## config.mk

```make
export PLATFORM = sky130hd
export DESIGN_NAME = fla_ctrl
export DESIGN_NICKNAME = d
export VERILOG_FILES = /design/src/rtl/core/free_list_allocator_assert.svh /design/src/rtl/core/fla_pkg.sv /design/src/rtl/core/fla_ctrl.sv
export SDC_FILE = /design/constraint.sdc
export NUM_CORES = 1
export LEC_CHECK = 0
export ABC_AREA = 1
export BUFFER_PORTS_ARGS = -buffer_cell sky130_fd_sc_hd__buf_2
export CAP_MARGIN = 20
export CORE_AREA = 2 2 47 49
export DETAILED_ROUTE_END_ITERATION = 10
export DIE_AREA = 0 0 49 51
export PLACE_DENSITY = 0.62
export SLEW_MARGIN = 20
export SYNTH_ARGS = -nofsm -noshare
export SYNTH_HDL_FRONTEND = slang
export SYNTH_SLANG_ARGS = --single-unit
```

## constraint.sdc

```tcl
create_clock -name clock -period 2.1 [get_ports clock]
set_input_delay 0.105 -clock clock [delete_from_list [all_inputs] [get_ports clock]]
set_output_delay 0.105 -clock clock [all_outputs]
set_load 0.02 [all_outputs]
```

## src/rtl/core/free_list_allocator_assert.svh

```systemverilog
// assertion macros for the free list allocator
`ifndef FREE_LIST_ALLOCATOR_ASSERT_SVH
`define FREE_LIST_ALLOCATOR_ASSERT_SVH
`ifndef NO_ASSERTIONS
`define FLA_ASSERT_SAME(label, clk, rst, ante, cons) \
   label: assert property (@(posedge clk) disable iff (rst) (ante) |-> (cons)) \
      else $error("allocator check failed");
`define FLA_ASSERT_NEXT(label, clk, rst, ante, cons) \
   label: assert property (@(posedge clk) disable iff (rst) (ante) |=> (cons)) \
      else $error("allocator check failed");
`else
`define FLA_ASSERT_SAME(label, clk, rst, ante, cons)
`define FLA_ASSERT_NEXT(label, clk, rst, ante, cons)
`endif
`endif

```

## src/rtl/core/fla_pkg.sv

```systemverilog
// shared types and constants for the free list allocator
package fla_pkg;

   localparam int ARENA_UNITS = 4096;
   localparam int UNIT_BYTES  = 16;
   localparam int UNIT_SHIFT  = $clog2(UNIT_BYTES);
   localparam int IDX_W       = $clog2(ARENA_UNITS);
   localparam int SIZE_W      = IDX_W + 1;
   localparam int WALK_LIMIT  = 3 * ARENA_UNITS + 4;
   localparam int CNT_W       = $clog2(WALK_LIMIT + 1);
   localparam int BYTES_W     = 16;
   localparam int CSR_AW      = 3;
   localparam int CSR_DW      = 32;

   localparam logic [SIZE_W-1:0] ARENA_RESET    = SIZE_W'(4096);
   localparam logic [SIZE_W-1:0] MIN_GROW_RESET = SIZE_W'(1024);

   localparam logic REG_ARENA_UNITS    = 1'b0;
   localparam logic REG_MIN_GROW_UNITS = 1'b1;

   localparam logic OP_ALLOC = 1'b0;
   localparam logic OP_FREE  = 1'b1;

   localparam logic STATUS_DONE = 1'b0;
   localparam logic STATUS_OOM  = 1'b1;

   typedef struct packed {
      logic               operation;
      logic [BYTES_W-1:0] request_bytes;
      logic [IDX_W-1:0]   block_unit;
   } req_type;

   typedef struct packed {
      logic             status;
      logic [IDX_W-1:0] payload_unit;
   } rsp_type;

   typedef struct packed {
      logic [IDX_W-1:0]  next;
      logic [SIZE_W-1:0] size;
   } hdr_type;

   typedef struct packed {
      logic [SIZE_W-1:0] arena_units;
      logic [SIZE_W-1:0] min_grow_units;
   } cfg_type;

   typedef enum logic [4:0] {
      CMD_IDLE,
      CMD_LOAD,
      CMD_A_START,
      CMD_A_TAKE_PREV,
      CMD_A_RD_P,
      CMD_A_LATCH,
      CMD_A_ADV,
      CMD_A_UNLINK,
      CMD_A_CUT1,
      CMD_A_CUT2,
      CMD_A_FAIL,
      CMD_A_GROW,
      CMD_A_REROV,
      CMD_R_START,
      CMD_R_RD,
      CMD_R_CHK,
      CMD_R_RDB,
      CMD_R_GETB,
      CMD_R_MERGE,
      CMD_R_LINK,
      CMD_RESULT
   } cmd_type;

   typedef struct packed {
      logic fit;
      logic exact;
      logic at_rover;
      logic alim;
      logic grow_ok;
      logic found;
      logic rlim;
      logic free_ok;
   } stat_type;

endpackage

```

## src/rtl/core/fla_ctrl.sv

```systemverilog
// sequencer for allocate and free walks of the free list allocator
module fla_ctrl (
   input  logic              clock,
   input  logic              reset,
   input  logic              req_valid,
   output logic              req_ready,
   input  logic              operation,
   output logic              rsp_valid,
   input  logic              rsp_ready,
   input  fla_pkg::stat_type stat,
   output fla_pkg::cmd_type  cmd
);
   import fla_pkg::*;

   typedef enum logic [4:0] {
      S_IDLE, S_A_START, S_A_PREV, S_A_RD, S_A_CHK, S_A_ADV, S_A_UNLINK,
      S_A_CUT1, S_A_CUT2, S_A_GROW, S_A_REROV, S_A_RELAT, S_F_CHK,
      S_R_RD, S_R_CHK, S_R_RDB, S_R_GETB, S_R_MERGE, S_R_LINK, S_OUT
   } state_type;

   state_type state_ff, state_in;
   logic      grow_ff, grow_in, rsp_valid_ff, rsp_valid_in;
   logic      rel_end;
   state_type rel_next;

   // after a release, an allocate that grew resumes its walk at the rover
   assign rel_next = grow_ff ? S_A_REROV : S_OUT;

   always_comb begin
      state_in     = state_ff;
      grow_in      = grow_ff;
      rsp_valid_in = rsp_valid_ff && !rsp_ready;
      cmd          = CMD_IDLE;
      rel_end      = 1'b0;
      case (state_ff)
         S_IDLE: begin
            if (req_valid) begin
               cmd      = CMD_LOAD;
               state_in = (operation == OP_FREE) ? S_F_CHK : S_A_START;
            end
         end
         S_A_START: begin
            cmd      = CMD_A_START;
            state_in = S_A_PREV;
         end
         S_A_PREV: begin
            cmd      = CMD_A_TAKE_PREV;
            state_in = S_A_RD;
         end
         S_A_RD: begin
            cmd      = CMD_A_RD_P;
            state_in = S_A_CHK;
         end
         S_A_CHK: begin
            cmd = CMD_A_LATCH;
            if (stat.fit && stat.exact)  state_in = S_A_UNLINK;
            else if (stat.fit)           state_in = S_A_CUT1;
            else if (stat.at_rover)      state_in = S_A_GROW;
            else                         state_in = S_A_ADV;
         end
         S_A_ADV: begin
            if (stat.alim) begin
               cmd      = CMD_A_FAIL;
               state_in = S_OUT;
            end else begin
               cmd      = CMD_A_ADV;
               state_in = S_A_RD;
            end
         end
         S_A_UNLINK: begin
            cmd      = CMD_A_UNLINK;
            state_in = S_OUT;
         end
         S_A_CUT1: begin
            cmd      = CMD_A_CUT1;
            state_in = S_A_CUT2;
         end
         S_A_CUT2: begin
            cmd      = CMD_A_CUT2;
            state_in = S_OUT;
         end
         S_A_GROW: begin
            if (stat.grow_ok) begin
               cmd      = CMD_A_GROW;
               grow_in  = 1'b1;
               state_in = S_R_RD;
            end else begin
               cmd      = CMD_A_FAIL;
               state_in = S_OUT;
            end
         end
         S_A_REROV: begin
            cmd      = CMD_A_REROV;
            grow_in  = 1'b0;
            state_in = S_A_RELAT;
         end
         S_A_RELAT: begin
            cmd      = CMD_A_LATCH;
            state_in = S_A_ADV;
         end
         S_F_CHK: begin
            if (stat.free_ok) begin
               cmd      = CMD_R_START;
               state_in = S_R_RD;
            end else begin
               state_in = S_OUT;
            end
         end
         S_R_RD: begin
            cmd      = CMD_R_RD;
            state_in = S_R_CHK;
         end
         S_R_CHK: begin
            cmd = CMD_R_CHK;
            if (stat.found)     state_in = S_R_RDB;
            else if (stat.rlim) rel_end  = 1'b1;
            else                state_in = S_R_RD;
         end
         S_R_RDB: begin
            cmd      = CMD_R_RDB;
            state_in = S_R_GETB;
         end
         S_R_GETB: begin
            cmd      = CMD_R_GETB;
            state_in = S_R_MERGE;
         end
         S_R_MERGE: begin
            cmd      = CMD_R_MERGE;
            state_in = S_R_LINK;
         end
         S_R_LINK: begin
            cmd     = CMD_R_LINK;
            rel_end = 1'b1;
         end
         S_OUT: begin
            if (!rsp_valid_ff || rsp_ready) begin
               cmd          = CMD_RESULT;
               rsp_valid_in = 1'b1;
               state_in     = S_IDLE;
            end
         end
         default: begin
            state_in = S_IDLE;
         end
      endcase
      if (rel_end) begin
         state_in = rel_next;
      end
   end

   always_ff @(posedge clock) begin
      if (reset) begin
         state_ff     <= S_IDLE;
         grow_ff      <= 1'b0;
         rsp_valid_ff <= 1'b0;
      end else begin
         state_ff     <= state_in;
         grow_ff      <= grow_in;
         rsp_valid_ff <= rsp_valid_in;
      end
   end

   assign req_ready = state_ff == S_IDLE;
   assign rsp_valid = rsp_valid_ff;

endmodule

```

==> metrics.md <==
| Metric | Value |
|---|---|
| CTS buffer count | `3` |
| Largest family of logic cells by synthesized area | `simple AND/OR/NAND/NOR gates` |
| Asr flop ratio synth | `0%` |
| Tot GR Track Use | `20.7%` |
| Worst skew pair latency | `0.24 ns` |
| DIE HEIGHT | `51 um` |
| Mapped cell area | `823 um^2` |
| Cts hold-fix bufs | `0` |
| Clk sinks | `7` |
| Synth Area in Compound Gates | `11.6%` |
| # setup viols final | `0` |
| Crit end category | `output port` |
| Post-synth top area share | `17.0%` |
| Vias | `1012` |
| Endpoints failing hold | `0` |
| MaxCap Viol Count | `0` |
| Largest net degree at the start of global routing | `10` |
| Worst EP required | `2.00 ns` |
| H-tree Lvls | `1` |
| Fillers | `236` |
| Initial DRC Count | `46` |
| FMAX | `549 MHz` |
| Clk root buf | `clkbuf_4` |
| Maximum VDD drop | `0.677 mV` |
| Maximum clock insertion buffer count | `2` |
| Setup TNS | `0 ns` |
| Initial antenna violation count | `0` |
| Status | `complete, no violations` |
| Layout cell share with drive strength beyond 1 | `30.5%` |
| Slowest stage delay, CP | `0.53 ns` |
| Core box area | `2060 um^2` |
| Remaining DRCs | `0` |
| Post-Synth Adder-Cell Area | `0%` |
| Post-synth top area cell | `dfxtp_1` |
| DIE AREA | `2500 um^2` |
| Primary FF master, synth | `dfxtp_1` |
| Syn. warnings | `0` |
| Fin. max-slew vios | `0` |
| # Post-CTS Setup Buffers | `0` |
| Post-cts sizing count | `0` |
| CTS tree | `done` |
| I/O pin count | `20` |
| Overflow after GRT | `0` |
| Worst Clk Skew | `0.00515 ns` |
| DR WL/cell | `12.5 um` |
| Period utilisation layout | `86.8%` |
| Worst Setup Path Type | `reg -> out` |
| Startpoint Class | `flip-flop` |
| Routed Antenna Nets | `0` |
| Routability Congestion | `1.01` |
| Seq/Total Area, Yosys | `17.0%` |
| Placed inst area | `946 um^2` |
| I/O Buffers | `19` |
| Drt total wl | `2.44 mm` |
| Final Critical Period | `1.82 ns` |
| Simple-Gate Fraction of Synth Area | `58.7%` |
| Final Cell Area | `972 um^2` |
| # nets final | `181` |
| CP arrival | `1.72 ns` |
| Row cnt | `17` |
| Multiplexer share of the synthesized area | `0%` |
| Syn nets | `158` |
| Vias per Instance | `5.19` |
| Post-synth EDFFs | `0` |
| Worst Hold Slack | `0.112 ns` |
| Global-route wire length before repair | `4.05 mm` |
| #FFs+latches synth | `7` |
| Vias in the first global route | `958` |
| Worst-path fanout max | `8` |
| Slew Limit Headroom | `75.5%` |
| Post-synthesis xor/xnor area fraction | `0%` |
| Top cells by area, synth | `dfxtp_1, nand2_1, nor2_1, nand3_1, inv_1` |
| Delay-heaviest family, CP | `flip-flops` |
| Top cell by count, worst path | `nand2_1` |
| PD cells | `1450 nW/um^2` |
| Mapped Cells | `145` |
| Unrepaired setup endpoints after global routing | `no` |
| CTS clk-pin slew, worst paths | `0.05 ns` |
| Syn-to-layout area delta | `18.1%` |
| Yosys cell types | `26` |
| ANT cells | `0` |
| Drt pass-1 iters | `4` |
| Power, Total | `1.41 mW` |
| Worst-margin pin slew | `0.367 ns` |
| Crit-path cells | `inv_2 -> nand3_2 -> nor2_2 -> inv_1 -> nand2_1 -> a211oi_1 -> nand2_1 -> buf_2` |
| Synth Area per Inst | `5.68 um^2` |
| Die Width | `49 um` |
| Initial Utilization | `39.9%` |
| Leak pwr | `0.532 nW` |
| CP max stage cell | `dfxtp_1` |
| Buffers & Inverters on Critical Path | `3` |
| Hold Path Class | `in -> reg` |
| Hpwl dp | `2.05 mm` |
[power by group]
| group | switching, mW | total [mW] | leakage [nW] | internal (mW) |
|---|---|---|---|---|
| Clock | 0.0453 | 0.118 | 0.0150 | 0.0722 |
| Sequential | 0.0784 | 0.252 | 0.0572 | 0.174 |
| Combinational | 0.709 | 1.04 | 0.459 | 0.332 |
[flip-flops by register name, summed over array words and instances (netlist names)]
signal     flops
grow_ff        1
rsp_valid      1
state_ff       5
[per-stage QoR]
stage | std cells | utilization (%) | setup slack, ns
after CTS | 195 | 47.1 | 0.301
after global routing | 195 | 47.1 | 0.153
after detailed placement | 191 | 45.8 | 0.571
after global placement | 191 | 45.8 | 0.543
final | 195 | 47.1 | 0.277
after floorplan | 145 | - | 0.815
[cell usage after synthesis, types with 3 or more instances]
| cell type | count |
|---|---|
| nand3_1 | 17 |
| nand3_2 | 5 |
| inv_2 | 8 |
| nor2_4 | 3 |
| inv_1 | 14 |
| nand2_1 | 32 |
| nor2_1 | 23 |
| a21oi_1 | 7 |
| dfxtp_1 | 7 |
| nand4_1 | 4 |
| nor2_2 | 6 |
[kinds of logic after synthesis]
family | Yosys count
AND/OR/NAND/NOR | 96
buffers and inverters | 26
AO/OA/AOI/OAI | 16
flip-flops | 7
[per-layer routing]
layer / vias up / GRT usage (%) / wire length [um]
met5: - / 0 / 0
li1: 516 / - / -
met3: 8 / 2.34 / 173
met1: 438 / 25.5 / 1070
met2: 50 / 34.2 / 1120
met4: 0 / 13.3 / 76
[final cells by class]
cell class                      instances  area, um^2  area share (%)
Tap cell                               28        35.0            3.60
Sequential cell                         7         140            14.4
Multi-Input combinational cell        112         578            59.5
Inverter                               25        97.6            10.0
Timing Repair Buffer                   19        95.1            9.78
Clock buffer                            4        26.3            2.70
[worst reg2reg max path: stages, from the launching register on]
cell	delay (ns)
dfxtp_1	0.53
inv_2	0.17
nand3_2	0.17
inv_2	0.06
nand2_1	0.08
nand3_1	0.09
nor2_1	0.12
nand2_1	0.08
nand3_1	0.07
a21oi_1	0.06
[worst paths after layout]
check	startpoint	end	slack, ns	cells after the start
max reg2reg	state_ff[4]	state_ff[0]	0.56	9
min	reset	state_ff[3]	0.11	2
max	state_ff[4]	cmd[0]	0.28	8
min reg2reg	grow_ff	grow_ff	0.53	2
[layout by cell type, fill, tap and decap left out]
| cell type | count |
|---|---|
| a221oi_1 | 1 |
| clkinv_2 | 1 |
| a21oi_2 | 1 |
| inv_4 | 1 |
| a21oi_1 | 7 |
| nor3_1 | 1 |
| nor2_2 | 6 |
| buf_2 | 19 |
| clkbuf_4 | 3 |
| nand2_1 | 32 |
| or2_1 | 1 |
| a211oi_1 | 2 |
| o21ai_1 | 2 |
| o211ai_1 | 1 |
| inv_2 | 8 |
| nor2_1 | 23 |
| clkbuf_1 | 1 |
| inv_1 | 14 |
| dfxtp_1 | 7 |
| o21ai_0 | 2 |
| nor3_2 | 1 |
| clkinv_1 | 1 |
| nand3_2 | 5 |
| nand4_1 | 4 |
| nor2_4 | 3 |
| nand2_4 | 1 |
| nand2_2 | 2 |
| nand3_1 | 17 |
Note: power is estimated with default switching activity, not from simulation.
